[src/design/lad_pkg.sv]
// shared types and constants of the linear array deque
package lad_pkg;

  localparam int unsigned CAP_W = 5;
  localparam logic [CAP_W-1:0] CAP_RESET = 5'd16;

  typedef enum logic [1:0] {
    OP_PUSH_FRONT = 2'd0,
    OP_PUSH_REAR  = 2'd1,
    OP_POP_FRONT  = 2'd2,
    OP_POP_REAR   = 2'd3
  } op_e;

  typedef enum logic [1:0] {
    STATUS_DONE  = 2'd0,
    STATUS_OVER  = 2'd1,
    STATUS_UNDER = 2'd2
  } status_e;

  typedef enum logic [2:0] {
    ST_IDLE = 3'b001,
    ST_EXEC = 3'b010,
    ST_RESP = 3'b100
  } state_e;

  // commands from the controller to the datapath
  typedef struct packed {
    logic load;
    logic exec;
  } cmd_t;

  // handshake status seen by the controller
  typedef struct packed {
    logic in_valid;
    logic out_ready;
  } hs_t;

endpackage

[src/design/lad_if.sv]
// item channel interfaces of the linear array deque
interface lad_req_if #(
  parameter int unsigned DATA_WIDTH = 32
);
  logic                         valid;
  logic                         ready;
  logic [1:0]                   operation;
  logic signed [DATA_WIDTH-1:0] push_value;

  modport source (output valid, output operation, output push_value, input ready);
  modport sink (input valid, input operation, input push_value, output ready);
endinterface

interface lad_rsp_if #(
  parameter int unsigned DATA_WIDTH = 32
);
  logic                         valid;
  logic                         ready;
  logic [1:0]                   status;
  logic signed [DATA_WIDTH-1:0] popped_value;

  modport source (output valid, output status, output popped_value, input ready);
  modport sink (input valid, input status, input popped_value, output ready);
endinterface

interface lad_cfg_if;
  logic                           valid;
  logic                           ready;
  logic [lad_pkg::CAP_W-1:0]      capacity;

  modport source (output valid, output capacity, input ready);
  modport sink (input valid, input capacity, output ready);
endinterface

[src/design/lad_ctrl.sv]
// request sequencer of the linear array deque
module lad_ctrl (
  input  logic          clk_i,
  input  logic          rst_ni,
  input  lad_pkg::hs_t  hs_i,
  output logic          in_ready_o,
  output logic          out_valid_o,
  output lad_pkg::cmd_t cmd_o
);

  lad_pkg::state_e state_q, state_d;

  always_comb begin
    state_d = state_q;
    unique case (state_q)
      lad_pkg::ST_IDLE: begin
        if (hs_i.in_valid) state_d = lad_pkg::ST_EXEC;
      end
      lad_pkg::ST_EXEC: begin
        state_d = lad_pkg::ST_RESP;
      end
      lad_pkg::ST_RESP: begin
        if (hs_i.out_ready) state_d = lad_pkg::ST_IDLE;
      end
      default: begin
        state_d = lad_pkg::ST_IDLE;
      end
    endcase
  end

  always_ff @(posedge clk_i or negedge rst_ni) begin
    if (!rst_ni) begin
      state_q <= lad_pkg::ST_IDLE;
    end else begin
      state_q <= state_d;
    end
  end

  assign in_ready_o  = (state_q == lad_pkg::ST_IDLE);
  assign out_valid_o = (state_q == lad_pkg::ST_RESP);
  assign cmd_o.load  = hs_i.in_valid && (state_q == lad_pkg::ST_IDLE);
  assign cmd_o.exec  = (state_q == lad_pkg::ST_EXEC);

endmodule

[src/design/lad_dpath.sv]
// slot memory, marks and result registers of the linear array deque
module lad_dpath #(
  parameter int unsigned DEPTH      = 16,
  parameter int unsigned DATA_WIDTH = 32
) (
  input  logic                         clk_i,
  input  logic                         rst_ni,
  input  lad_pkg::cmd_t                cmd_i,
  input  logic [1:0]                   operation_i,
  input  logic signed [DATA_WIDTH-1:0] push_value_i,
  input  logic                         cfg_we_i,
  input  logic [lad_pkg::CAP_W-1:0]    cfg_capacity_i,
  output logic [1:0]                   status_o,
  output logic signed [DATA_WIDTH-1:0] popped_value_o
);

  localparam int unsigned AW = (DEPTH > 1) ? $clog2(DEPTH) : 1;
  localparam int unsigned PW = $clog2(DEPTH + 1);
  localparam int unsigned CW = (PW > lad_pkg::CAP_W) ? PW : lad_pkg::CAP_W;

  // marks are kept biased by one: 0 stands for minus one
  logic [PW-1:0]            fp_q, fp_d, rp_q, rp_d;
  logic [lad_pkg::CAP_W-1:0] cap_q;
  logic [1:0]               op_q;
  logic [DATA_WIDTH-1:0]    val_q;
  logic [DATA_WIDTH-1:0]    mem [DEPTH];
  logic [DATA_WIDTH-1:0]    rd_q;
  logic                     pop_ok_q, pop_ok_d;
  lad_pkg::status_e         status_q, status_d;
  logic                     we, re;
  logic [PW-1:0]            addr_p;
  logic [CW-1:0]            eff_cap;
  logic [PW-1:0]            fp_inc, rp_dec;

  always_comb begin
    if (cap_q == '0) begin
      eff_cap = CW'(1);
    end else if (CW'(cap_q) > CW'(DEPTH)) begin
      eff_cap = CW'(DEPTH);
    end else begin
      eff_cap = CW'(cap_q);
    end
  end

  assign fp_inc = fp_q + PW'(1);
  assign rp_dec = rp_q - PW'(1);

  always_comb begin
    fp_d     = fp_q;
    rp_d     = rp_q;
    we       = 1'b0;
    re       = 1'b0;
    addr_p   = fp_q;
    status_d = lad_pkg::STATUS_DONE;
    pop_ok_d = 1'b0;
    unique case (lad_pkg::op_e'(op_q))
      lad_pkg::OP_PUSH_FRONT: begin
        if (fp_q == '0) begin
          status_d = lad_pkg::STATUS_OVER;
        end else begin
          we     = 1'b1;
          addr_p = fp_q - PW'(1);
          fp_d   = fp_q - PW'(1);
        end
      end
      lad_pkg::OP_PUSH_REAR: begin
        if (CW'(rp_q) >= eff_cap) begin
          status_d = lad_pkg::STATUS_OVER;
        end else begin
          we     = 1'b1;
          addr_p = rp_q;
          rp_d   = rp_q + PW'(1);
        end
      end
      lad_pkg::OP_POP_FRONT: begin
        if (fp_q == rp_q) begin
          status_d = lad_pkg::STATUS_UNDER;
        end else begin
          re       = 1'b1;
          pop_ok_d = 1'b1;
          addr_p   = fp_q;
          if (fp_inc == rp_q) begin
            fp_d = '0;
            rp_d = '0;
          end else begin
            fp_d = fp_inc;
          end
        end
      end
      lad_pkg::OP_POP_REAR: begin
        if (fp_q == rp_q) begin
          status_d = lad_pkg::STATUS_UNDER;
        end else begin
          re       = 1'b1;
          pop_ok_d = 1'b1;
          addr_p   = rp_dec;
          if (rp_dec == fp_q) begin
            fp_d = '0;
            rp_d = '0;
          end else begin
            rp_d = rp_dec;
          end
        end
      end
      default: begin
        status_d = lad_pkg::STATUS_DONE;
      end
    endcase
  end

  always_ff @(posedge clk_i or negedge rst_ni) begin
    if (!rst_ni) begin
      fp_q     <= '0;
      rp_q     <= '0;
      cap_q    <= lad_pkg::CAP_RESET;
      pop_ok_q <= 1'b0;
      status_q <= lad_pkg::STATUS_DONE;
    end else begin
      if (cfg_we_i) cap_q <= cfg_capacity_i;
      if (cmd_i.exec) begin
        fp_q     <= fp_d;
        rp_q     <= rp_d;
        pop_ok_q <= pop_ok_d;
        status_q <= status_d;
      end
    end
  end

  always_ff @(posedge clk_i) begin
    if (cmd_i.load) begin
      op_q  <= operation_i;
      val_q <= push_value_i;
    end
  end

  always_ff @(posedge clk_i) begin
    if (cmd_i.exec && we) mem[addr_p[AW-1:0]] <= val_q;
    if (cmd_i.exec && re) rd_q <= mem[addr_p[AW-1:0]];
  end

  assign status_o       = status_q;
  assign popped_value_o = pop_ok_q ? rd_q : '0;

endmodule

[src/design/linear_array_deque_unit.sv]
// top level of the linear array deque: request channel, result channel and capacity port
//
// a double-ended queue in a fixed, non-circular array of DEPTH slots of DATA_WIDTH bits.
// each request item (push front, push rear, pop front, pop rear) gives exactly one result
// item with a status (done, overflow, underflow) and the popped value, zero unless a pop
// succeeded. front and rear marks start at minus one; push front is refused while the front
// mark is at minus one, push rear is refused once the rear mark reaches the effective
// capacity minus one (capacity register clamped to 1..DEPTH), and a pop that leaves the marks
// equal resets both to minus one. requests are handled one at a time: an item is taken in
// the idle state, uses the single slot memory port in the exec state (write for a push, read
// for a pop, marks updated in the same cycle) and then holds its result in the output
// register until taken. the capacity port is always ready and should only be written while
// no request is in flight.
// the slot memory has no reset; only slots written by earlier pushes are ever read.
module linear_array_deque_unit #(
  parameter int unsigned DEPTH      = 16,
  parameter int unsigned DATA_WIDTH = 32
) (
  input  logic  clk_i,
  input  logic  rst_ni,
  lad_req_if.sink   req_i,
  lad_rsp_if.source rsp_o,
  lad_cfg_if.sink   cfg_i
);

  lad_pkg::cmd_t cmd;
  lad_pkg::hs_t  hs;
  logic          in_ready;
  logic          out_valid;
  logic          cfg_we;

  // handshake status for the sequencer
  assign hs.in_valid  = req_i.valid;
  assign hs.out_ready = rsp_o.ready;

  // capacity writes are taken at once
  assign cfg_i.ready = 1'b1;
  assign cfg_we      = cfg_i.valid && cfg_i.ready;

  lad_ctrl u_ctrl (
    .clk_i       (clk_i),
    .rst_ni      (rst_ni),
    .hs_i        (hs),
    .in_ready_o  (in_ready),
    .out_valid_o (out_valid),
    .cmd_o       (cmd)
  );

  lad_dpath #(
    .DEPTH      (DEPTH),
    .DATA_WIDTH (DATA_WIDTH)
  ) u_dpath (
    .clk_i          (clk_i),
    .rst_ni         (rst_ni),
    .cmd_i          (cmd),
    .operation_i    (req_i.operation),
    .push_value_i   (req_i.push_value),
    .cfg_we_i       (cfg_we),
    .cfg_capacity_i (cfg_i.capacity),
    .status_o       (rsp_o.status),
    .popped_value_o (rsp_o.popped_value)
  );

  // request item taken only in idle, result item shown from the output register
  assign req_i.ready = in_ready;
  assign rsp_o.valid = out_valid;

endmodule

[src/flat_wrapper.sv]
// flat-port wrapper written by rule: the top's interface ports become plain ports
module linear_array_deque_unit_flat 
#(
  parameter int unsigned DEPTH      = 16,
  parameter int unsigned DATA_WIDTH = 32
)
  (clk_i, rst_ni, req_i_valid, req_i_operation, req_i_push_value, req_i_ready, rsp_o_valid, rsp_o_status, rsp_o_popped_value, rsp_o_ready, cfg_i_valid, cfg_i_capacity, cfg_i_ready);
  lad_req_if #(.DATA_WIDTH(DATA_WIDTH)) req_i_i ();
  lad_rsp_if #(.DATA_WIDTH(DATA_WIDTH)) rsp_o_i ();
  lad_cfg_if cfg_i_i ();
  input  logic clk_i;
  input  logic rst_ni;
  input wire logic [$bits(req_i_i.valid)-1:0] req_i_valid;
  input wire logic [$bits(req_i_i.operation)-1:0] req_i_operation;
  input wire logic [$bits(req_i_i.push_value)-1:0] req_i_push_value;
  output wire logic [$bits(req_i_i.ready)-1:0] req_i_ready;
  output wire logic [$bits(rsp_o_i.valid)-1:0] rsp_o_valid;
  output wire logic [$bits(rsp_o_i.status)-1:0] rsp_o_status;
  output wire logic [$bits(rsp_o_i.popped_value)-1:0] rsp_o_popped_value;
  input wire logic [$bits(rsp_o_i.ready)-1:0] rsp_o_ready;
  input wire logic [$bits(cfg_i_i.valid)-1:0] cfg_i_valid;
  input wire logic [$bits(cfg_i_i.capacity)-1:0] cfg_i_capacity;
  output wire logic [$bits(cfg_i_i.ready)-1:0] cfg_i_ready;
  assign req_i_i.valid = req_i_valid;
  assign req_i_i.operation = req_i_operation;
  assign req_i_i.push_value = req_i_push_value;
  assign req_i_ready = req_i_i.ready;
  assign rsp_o_valid = rsp_o_i.valid;
  assign rsp_o_status = rsp_o_i.status;
  assign rsp_o_popped_value = rsp_o_i.popped_value;
  assign rsp_o_i.ready = rsp_o_ready;
  assign cfg_i_i.valid = cfg_i_valid;
  assign cfg_i_i.capacity = cfg_i_capacity;
  assign cfg_i_ready = cfg_i_i.ready;
  linear_array_deque_unit #(.DEPTH(DEPTH), .DATA_WIDTH(DATA_WIDTH)) u_core (.clk_i(clk_i), .rst_ni(rst_ni), .req_i(req_i_i), .rsp_o(rsp_o_i), .cfg_i(cfg_i_i));
endmodule
[config.mk]
export PLATFORM = sky130hd
export DESIGN_NAME = linear_array_deque_unit_flat
export DESIGN_NICKNAME = d
export VERILOG_FILES = /design/src/design/lad_pkg.sv /design/src/design/lad_if.sv /design/src/design/lad_ctrl.sv /design/src/design/lad_dpath.sv /design/src/design/linear_array_deque_unit.sv /design/src/flat_wrapper.sv
export SDC_FILE = /design/constraint.sdc
export NUM_CORES = 1
export LEC_CHECK = 0
export ABC_AREA = 1
export BUFFER_PORTS_ARGS = -buffer_cell sky130_fd_sc_hd__clkbuf_2
export CORE_MARGIN = 2
export CORE_UTILIZATION = 30
export DETAILED_ROUTE_END_ITERATION = 12
export GPL_TIMING_DRIVEN = 1
export HOLD_SLACK_MARGIN = 0.02
export PLACE_DENSITY = 0.51
export SYNTH_ARGS = -nofsm -noshare
export SYNTH_HDL_FRONTEND = slang
export SYNTH_SLANG_ARGS = --single-unit
[constraint.sdc]
create_clock -name clk_i -period 4.4 [get_ports clk_i]
set_input_delay 0.88 -clock clk_i [delete_from_list [all_inputs] [get_ports clk_i]]
set_output_delay 0.88 -clock clk_i [all_outputs]
set_load 0.01 [all_outputs]
==> results of run 1 <==
## per-layer routing
metal / part of all wire [%] / wire [um] / track usage, % / vias up
li1: - / - / - / 8373
met1: 44 / 29600 / 19.33 / 8435
met2: 49 / 33330 / 26.19 / 396
met3: 4.6 / 3076 / 2.239 / 108
met4: 2.3 / 1530 / 4.822 / 0
met5: 0 / 0 / 0 / -
## layout make-up
type	count	area, um2
clock buffer	84	1836
clock inverter	36	300.3
fill	8469	55670
inverter	141	531.8
multi-input combinational	1622	6999
sequential	599	17890
tap	1144	1431
timing repair buffer	127	893.4
## power by group
group | internal [mW] | switching (mW)
combinational | 2.04 | 5.25
sequential | 6.90 | 0.475
clock | 3.25 | 2.23
total | 12.2 | 7.96
## Yosys cell counts, types with 3 or more instances
| cell | instances |
|---|---|
| nand2_1 | 1209 |
| edfxtp_1 | 578 |
| nand3_1 | 280 |
| inv_1 | 111 |
| buf_2 | 84 |
| nor2_1 | 34 |
| inv_2 | 29 |
| buf_4 | 20 |
| clkbuf_1 | 19 |
| dfrtp_1 | 19 |
| o21ai_0 | 18 |
| ha_1 | 13 |
| a21oi_1 | 10 |
| buf_6 | 10 |
| nor3_1 | 7 |
| xor2_1 | 7 |
| nand2_2 | 5 |
| xnor2_1 | 5 |
| nor2_2 | 4 |
| o22ai_1 | 4 |
| nand4_1 | 3 |
| o21ai_2 | 3 |
## how the worst min path moves through the flow
| stage | endpoint | slack, ps |
|---|---|---|
| 3_3_place_gp | u_core.u_dpath.status_o[1]$_DFFE_PN0N_ | 520 |
| 5_1_grt | u_core.u_dpath.rp_q[4]$_DFFE_PN0P_ | 290 |
| 3_5_place_dp | u_core.u_dpath.status_o[1]$_DFFE_PN0N_ | 530 |
| 4_1_cts | u_core.u_dpath.rp_q[4]$_DFFE_PN0P_ | 250 |
| 2_1_floorplan | u_core.u_dpath.cap_q[1]$_DFFE_PN0P_ | 500 |
| 6_report | u_core.u_dpath.rp_q[4]$_DFFE_PN0P_ | 250 |
## flip-flops by register name (all words and copies together), names as in the netlist, 2 cells and up
name	cells
u_core.u_dpath.mem	512
u_core.u_dpath.rd_q	32
u_core.u_dpath.val_q	32
u_core.u_dpath.cap_q	5
u_core.u_dpath.fp_q	5
u_core.u_dpath.rp_q	5
u_core.u_ctrl.state_q	3
u_core.u_dpath.op_q	2
u_core.u_dpath.status_o	2
## worst max-delay path: stages (launching register included)
cell and delay, ps:
dfstp_2 530, inv_1 90, ha_1 310, nand2_1 70, nor2_1 90, o21ai_0 130
nand2_1 100, nand2_1 90, nand3_1 150, nand2_1 150, nand2_8 150, buf_12 420
nand4_1 180, buf_4 220, nor2_4 390, buf_12 270
## cell families after synthesis
logic type / after synthesis / share of synthesized area, %
AOI/OAI and AO/OA: 44 / 1.011
xor gates and xnor gates: 12 / 0.4042
adders and majority gates: 13 / 0.6256
buffers and inverters: 276 / 5.009
DFF: 599 / 68.78
muxes: 1 / 0.04331
other: 1 / 0.01442
and+or+nand+nor: 1551 / 24.11
## layout by cell type (no fill, tap or decap), types with 5 or more instances in the layout
master and n:
nand2_1 1209, edfxtp_1 578, nand3_1 280, inv_1 111
clkbuf_2 79, clkbuf_16 71, buf_4 37, inv_2 28
clkinv_1 20, nor2_4 20, o21ai_0 18, dfrtp_1 18
nor2_1 16, ha_1 13, clkbuf_1 12, buf_12 11
a21oi_1 10, xor2_1 7, clkinv_2 7, nor3_1 6
xnor2_1 5, bufinv_16 5
## metrics by stage
| stage | hold slack [ps] | util (%) | cell area, um2 | setup slack (ps) |
|---|---|---|---|---|
| floorplan | 504.5 | - | 26000 | 379.0 |
| global placement | 517.1 | 32.43 | 27740 | 606.6 |
| detailed placement | 527.7 | 32.43 | 27740 | 639.4 |
| CTS | 246.2 | 34.92 | 29880 | 582.0 |
| global route | 293.6 | 34.92 | 29880 | 323.4 |
| finish | 253.4 | 34.92 | 29880 | 653.7 |
==> results.ini, run 1 <==
[floorplanning]
die_w_um = 298.4
core_area_mm2 = 0.08555
die_y_um = 298.4
initial_core_util_pct = 30.39
die_area_mm2 = 0.08904
num_rows = 107
ios = 81

[global_route]
grt_overflow = 0
antenna_found_initial = 0
grt_pass1_vias = 17470
gr-usage-all-layers_pct = 15.08
grt_max_degree = 169
grt_first_pass_wirelength_mm = 104.3

[route]
post-route-drc-count = 0
via_per_inst = 4.613
wire_per_inst_um = 18.00
dr.pass1.iters = 7
drtIter0Drc = 1319
vias = 17310
ant_nets = 0
drt-total-wl_mm = 67.54

[synthesis]
synth_edf_count = 578
synth_seq_cells = 599
synth_async_sr_flop_share_pct = 3.506
syn_inst = 2497
synth_top_area_share_pct = 66.75
ys_seq_area_share_pct = 68.78
yosys.area.top_type = edfxtp_1
synth_cell_types = 43
avgSynthCellArea_um2 = 10.41
ys.flop_type = edfxtp_1
netlist_top_cells_area = edfxtp_1, nand2_1, nand3_1
syn_area_mm2 = 0.02600
synth_nets = 2554
yosys_warnings = 0

[timing]
final_hold_viol_count = 0
period_needed_ps = 3746
max_slew_margin_pct = 30.10
fin_worst_skew_ps = 18.54
fmax_mhz = 266.9
slew_violations = 0
setup_viol = 0
fin_crit_sh_pct = 85.14
rsz0062_at_grt = no
fin_setup_tns_ps = 0
tightest_slew_ps = 1049

[cts]
cts_tree = done
htree_num_levels = 3
clock-sinks = 599
cts-root-buf = clkbuf_16
cts_buffers = 68
cts_hold_buf = 0
post_cts_buffers = 0
cts.clk_slew.worst_paths_ps = 60
clockBufferDepth = 3
cts_resized = 0
clock_latency_ps = 600

[setup_path]
startpoint_type = flop
rr_worst_depth = 15
worstSetupPathType = flop to flop
timing.rr.start = u_core.u_dpath.cap_q[4]$_DFFE_PN1P_
endpoint_kind = flop
r2r-end = u_core.u_dpath.mem[7][10]$_DFFE_PP_
startpoint = u_core.u_dpath.cap_q[4]$_DFFE_PN1P_
crit_required_ps = 4680
critPathArrivalTime_ps = 4020
reg2reg_setup_slack_ps = 650
cp-endpoint = u_core.u_dpath.mem[7][10]$_DFFE_PP_
critPathMaxFanout = 131

[final_layout]
layout-drive-gt1-share_pct = 11.00
area_delta_synth_final_pct = 14.91
final_nets = 2616
layout.cells.non_filler = 3753
antennaDiodeCount = 0

[power]
p_leak_nw = 12.34
p_per_area_mw_per_mm2 = 674.4
ir_worst_vdd_mv = 0.8173
power_mw = 20.15

[place]
placedCellCount = 3633
io_buffers = 79
gp_congestion = 0.8186
dpl.hpwl_mm = 37.20

[status]
outcome = complete, no violations

[job]
drv_cap = 0

[worst_hold_path]
hp-class = input pin to async pin

No activity file was read; power rests on OpenSTA's default activity.
==> run 2, diff against run 1 <==
--- a/config.mk
+++ b/config.mk
@@ -5,14 +5,14 @@
 export SDC_FILE = /design/constraint.sdc
 export NUM_CORES = 1
 export LEC_CHECK = 0
-export ABC_AREA = 1
+export ABC_AREA = 0
 export BUFFER_PORTS_ARGS = -buffer_cell sky130_fd_sc_hd__clkbuf_2
 export CORE_MARGIN = 2
 export CORE_UTILIZATION = 30
 export DETAILED_ROUTE_END_ITERATION = 12
 export GPL_TIMING_DRIVEN = 1
 export HOLD_SLACK_MARGIN = 0.02
-export PLACE_DENSITY = 0.51
+export PLACE_DENSITY = 0.49
 export SYNTH_ARGS = -nofsm -noshare
 export SYNTH_HDL_FRONTEND = slang
 export SYNTH_SLANG_ARGS = --single-unit
==> run 2 against run 1 <==
  * Clock-buffer cell count shrank 5
  * Non-clock buffer count is 28 higher
  * Clock power increased by 5.8%
  * Setup slack worse by 330 ps
  * Global-route usage increased by 0.48 points
  * Largest cell class unchanged
  * Highest routed layer unchanged
==> results.ini, run 2 <==
[floorplanning]
ios = 81  ; unchanged
die_w_um = 290.2  ; -2.7%
die_y_um = 290.2  ; -2.7%
num_rows = 104  ; -2.8%
initial_core_util_pct = 30.42  ; about the same
die_area_mm2 = 0.08424  ; -5.4%
core_area_mm2 = 0.08081  ; -5.5%

[synthesis]
avgSynthCellArea_um2 = 15.09  ; +45%
yosys.area.top_type = edfxtp_1
synth_top_area_share_pct = 70.61  ; +3.9 points
synth_seq_cells = 599  ; unchanged
netlist_top_cells_count = edfxtp_1, a221oi_1, nand2_1, a21oi_1, nor2b_1
yosys_warnings = 0  ; unchanged
synth_nets = 1686  ; -34%
syn_inst = 1629  ; -35%
synth_cell_types = 61  ; +42%
ys_seq_area_share_pct = 72.76  ; +4.0 points
ys.flop_type = edfxtp_1
syn_area_mm2 = 0.02458  ; -5.5%
netlist_top_cells_area = edfxtp_1, a221oi_1, mux2i_1
synth_async_sr_flop_share_pct = 3.506  ; unchanged
synth_edf_count = 578  ; unchanged
synth.most_common_cell = edfxtp_1

[setup_path]
cp_slowest_stage_delay_ps = 650  ; +120 ps
worstSetupPathType = flop to flop
r2r-end = u_core.u_dpath.rd_q[29]$_DFFE_PP_
crit_family = compound AO/OA/AOI/OAI gates
cp-endpoint = u_core.u_dpath.rd_q[29]$_DFFE_PP_
critPathMaxFanout = 13  ; -90%
startpoint = u_core.u_dpath.rp_q[0]$_DFFE_PN0P_
timing.rr.start = u_core.u_dpath.rp_q[0]$_DFFE_PN0P_
path_depth = 11  ; -4
critPathArrivalTime_ps = 4420  ; +400 ps
crit_required_ps = 4740  ; +60 ps
startpoint_type = flop
endpoint_kind = flop
reg2reg_setup_slack_ps = 320  ; -330 ps
cp_cell_sequence = inv_1 > ha_1 > nand2b_1 > a31oi_1 > o22ai_1 > o21ai_0 > a41oi_4 > nand2b_2 > buf_4 > a221oi_1 > or3_1
rr_worst_depth = 11  ; -4
slowest_stage = o22ai_1
worst-path-buf-inv = 2  ; -2

[timing]
period_needed_ps = 4077  ; +331.1 ps
tightest_slew_ps = 1133  ; +84.95 ps
fin_crit_sh_pct = 92.67  ; +7.5 points
rsz0062_at_grt = no
setup_viol = 0  ; unchanged
fin_worst_skew_ps = 20.63  ; +2.088 ps
max_slew_margin_pct = 23.79  ; -6.3 points
final_hold_viol_count = 0  ; unchanged
slew_violations = 0  ; unchanged
fmax_mhz = 245.3  ; -8.1%

[status]
outcome = complete, no violations

[cts]
clock_latency_ps = 620  ; +20 ps
clock-sinks = 599  ; unchanged
cts.clk_slew.worst_paths_ps = 60  ; about the same
htree_num_levels = 3  ; unchanged
cts_hold_buf = 0  ; unchanged
cts-root-buf = clkbuf_16
clockBufferDepth = 3  ; unchanged
cts_buffers = 68  ; unchanged
cts_tree = done

[route]
ant_nets = 0  ; unchanged
met3WireLength_mm = 3.029  ; -1.5%
drtIter0Drc = 1302  ; -1.3%
post-route-drc-count = 0  ; unchanged
wire_per_inst_um = 23.35  ; +30%
top_layer = met4
wl_met1_mm = 29.84  ; +0.82%
dr.pass1.iters = 5  ; -2
drt-total-wl_mm = 66.14  ; -2.1%
via_per_inst = 5.164  ; +12%
dr_wl_met2_mm = 31.90  ; -4.3%
vias = 14620  ; -16%

[final_layout]
layout_commonest_cell = edfxtp_1
area_delta_synth_final_pct = 18.40
final_nets = 1775  ; -32%
final_cell_mix = edfxtp_1, a221oi_1, nand2_1
largest_reg_flops = 512  ; unchanged
layout.cells.non_filler = 2832  ; -25%
stdcell_area_mm2 = 0.02910  ; -2.6%
layout-drive-gt1-share_pct = 17.17  ; +6.2 points

[power]
p_per_area_mw_per_mm2 = 683.0  ; +1.3%
ir_worst_vdd_mv = 0.3928  ; -52%
p_leak_nw = 9.653  ; -22%

[global_route]
grt_pass1_vias = 14710  ; -16%
gr-usage-all-layers_pct = 15.57  ; +0.48 points
grt_max_degree = 97  ; -43%
antenna_found_initial = 0  ; unchanged
grt_first_pass_wirelength_mm = 98.81  ; -5.2%
grt_overflow = 0  ; unchanged

[place]
placed_area_mm2 = 0.02681  ; -3.4%
io_buffers = 79  ; unchanged
placedCellCount = 2708  ; -25%
dpl.hpwl_mm = 38.79  ; +4.3%
gp_congestion = 0.8192  ; about the same

[worst_hold_path]
hp-class = input pin to async pin

[job]
drv_cap = 0  ; unchanged

[run 2: cell types whose count changed after synthesis, moves of 37 or more]
| cell | previous run | this run |
|---|---|---|
| inv_1 | 111 | 13 |
| a21oi_1 | 10 | 110 |
| mux2i_1 | 0 | 65 |
| nand2_1 | 1209 | 124 |
| nand3_1 | 280 | 6 |
| nor2b_1 | 1 | 97 |
| a221oi_1 | 0 | 160 |
| buf_2 | 84 | 30 |
| and2_1 | 0 | 37 |
| clkbuf_1 | 19 | 90 |
[run 2: metal layers]
metal,vias to the layer above,track usage [%]
met2,396,25.69
met5,-,0
met1,7493,21.03
met3,89,2.562
met4,0,4.764
li1,6646,-
[run 2: worst min-delay path by stage]
| stage | from | cells past startpoint | slack (ps) | end |
|---|---|---|---|---|
| after floorplan | u_core.u_dpath.cap_q[0]$_DFFE_PN0P_ | 1 | 480 | u_core.u_dpath.cap_q[0]$_DFFE_PN0P_ |
| after global placement | u_core.u_dpath.status_o[0]$_DFFE_PN0N_ | 2 | 500 | u_core.u_dpath.status_o[0]$_DFFE_PN0N_ |
| after detailed placement | u_core.u_dpath.status_o[0]$_DFFE_PN0N_ | 2 | 510 | u_core.u_dpath.status_o[0]$_DFFE_PN0N_ |
| after CTS | rst_ni | 1 | 260 | u_core.u_ctrl.state_q[1]$_DFFE_PN0P_ |
| after global routing | rst_ni | 1 | 310 | u_core.u_ctrl.state_q[1]$_DFFE_PN0P_ |
| final | rst_ni | 1 | 270 | u_core.u_ctrl.state_q[1]$_DFFE_PN0P_ |
[run 2: kinds of logic after synthesis]
| group | share of synthesized area [%] |
|---|---|
| compound gates | 11.84 |
| xor+xnor | 0.4988 |
| fa+ha+maj | 0.6617 |
| buf+inv | 2.626 |
| flops | 72.76 |
| mux | 2.922 |
| other cells | 0.01526 |
| simple gates | 8.679 |
[run 2: final cells by class]
class                   count  area, um2
fillers                  7577      51700
flip-flops and latches    599      17880
multi-input cells         881       6287
clock buffers              79       1817
well taps                1060       1326
repair buffers            155       1266
clock inverters            44      471.7
inverters                  13      48.80
diodes                      1      2.502
[run 2: report_power, final]
part / total, mW / internal (mW) / switching, mW / leakage, nW
Combinational: 6.80 / 2.37 / 4.43 / 3.07
Clock: 5.80 / 3.49 / 2.31 / 1.11
Sequential: 7.28 / 6.90 / 0.377 / 5.47
Total: 19.9 / 12.8 / 7.12 / 9.65
[run 2: worst reg2reg max path, stage by stage (launching register included)]
cell and delay [ps]:
dfrtp_1 520, inv_1 170, ha_1 300, nand2b_1 120, a31oi_1 90, o22ai_1 650
o21ai_0 280, a41oi_4 380, nand2b_2 440, buf_4 400, a221oi_1 100, or3_1 360
[run 2: what timing repair did]
action | in CTS | in global routing
resized for setup | 0 | 1
endpoints found under the setup margin | 0 | 10
setup buffers | 0 | 0
[run 2: through the flow]
| step | hold WS, ps | power, mW | util [%] | setup TNS [ps] | worst slack [ps] |
|---|---|---|---|---|---|
| CTS | 258.7 | 20.10 | 36.01 | 0 | 179.0 |
| global placement | 504.7 | 14.21 | 33.18 | 0 | 207.1 |
| detailed placement | 509.0 | 14.27 | 33.18 | 0 | 204.3 |
| finish | 268.9 | 19.88 | 36.02 | 0 | 322.6 |
| floorplan | 481.3 | 11.72 | - | -52000 | -203.5 |
| global route | 305.1 | 20.93 | 36.01 | 0 | 34.44 |
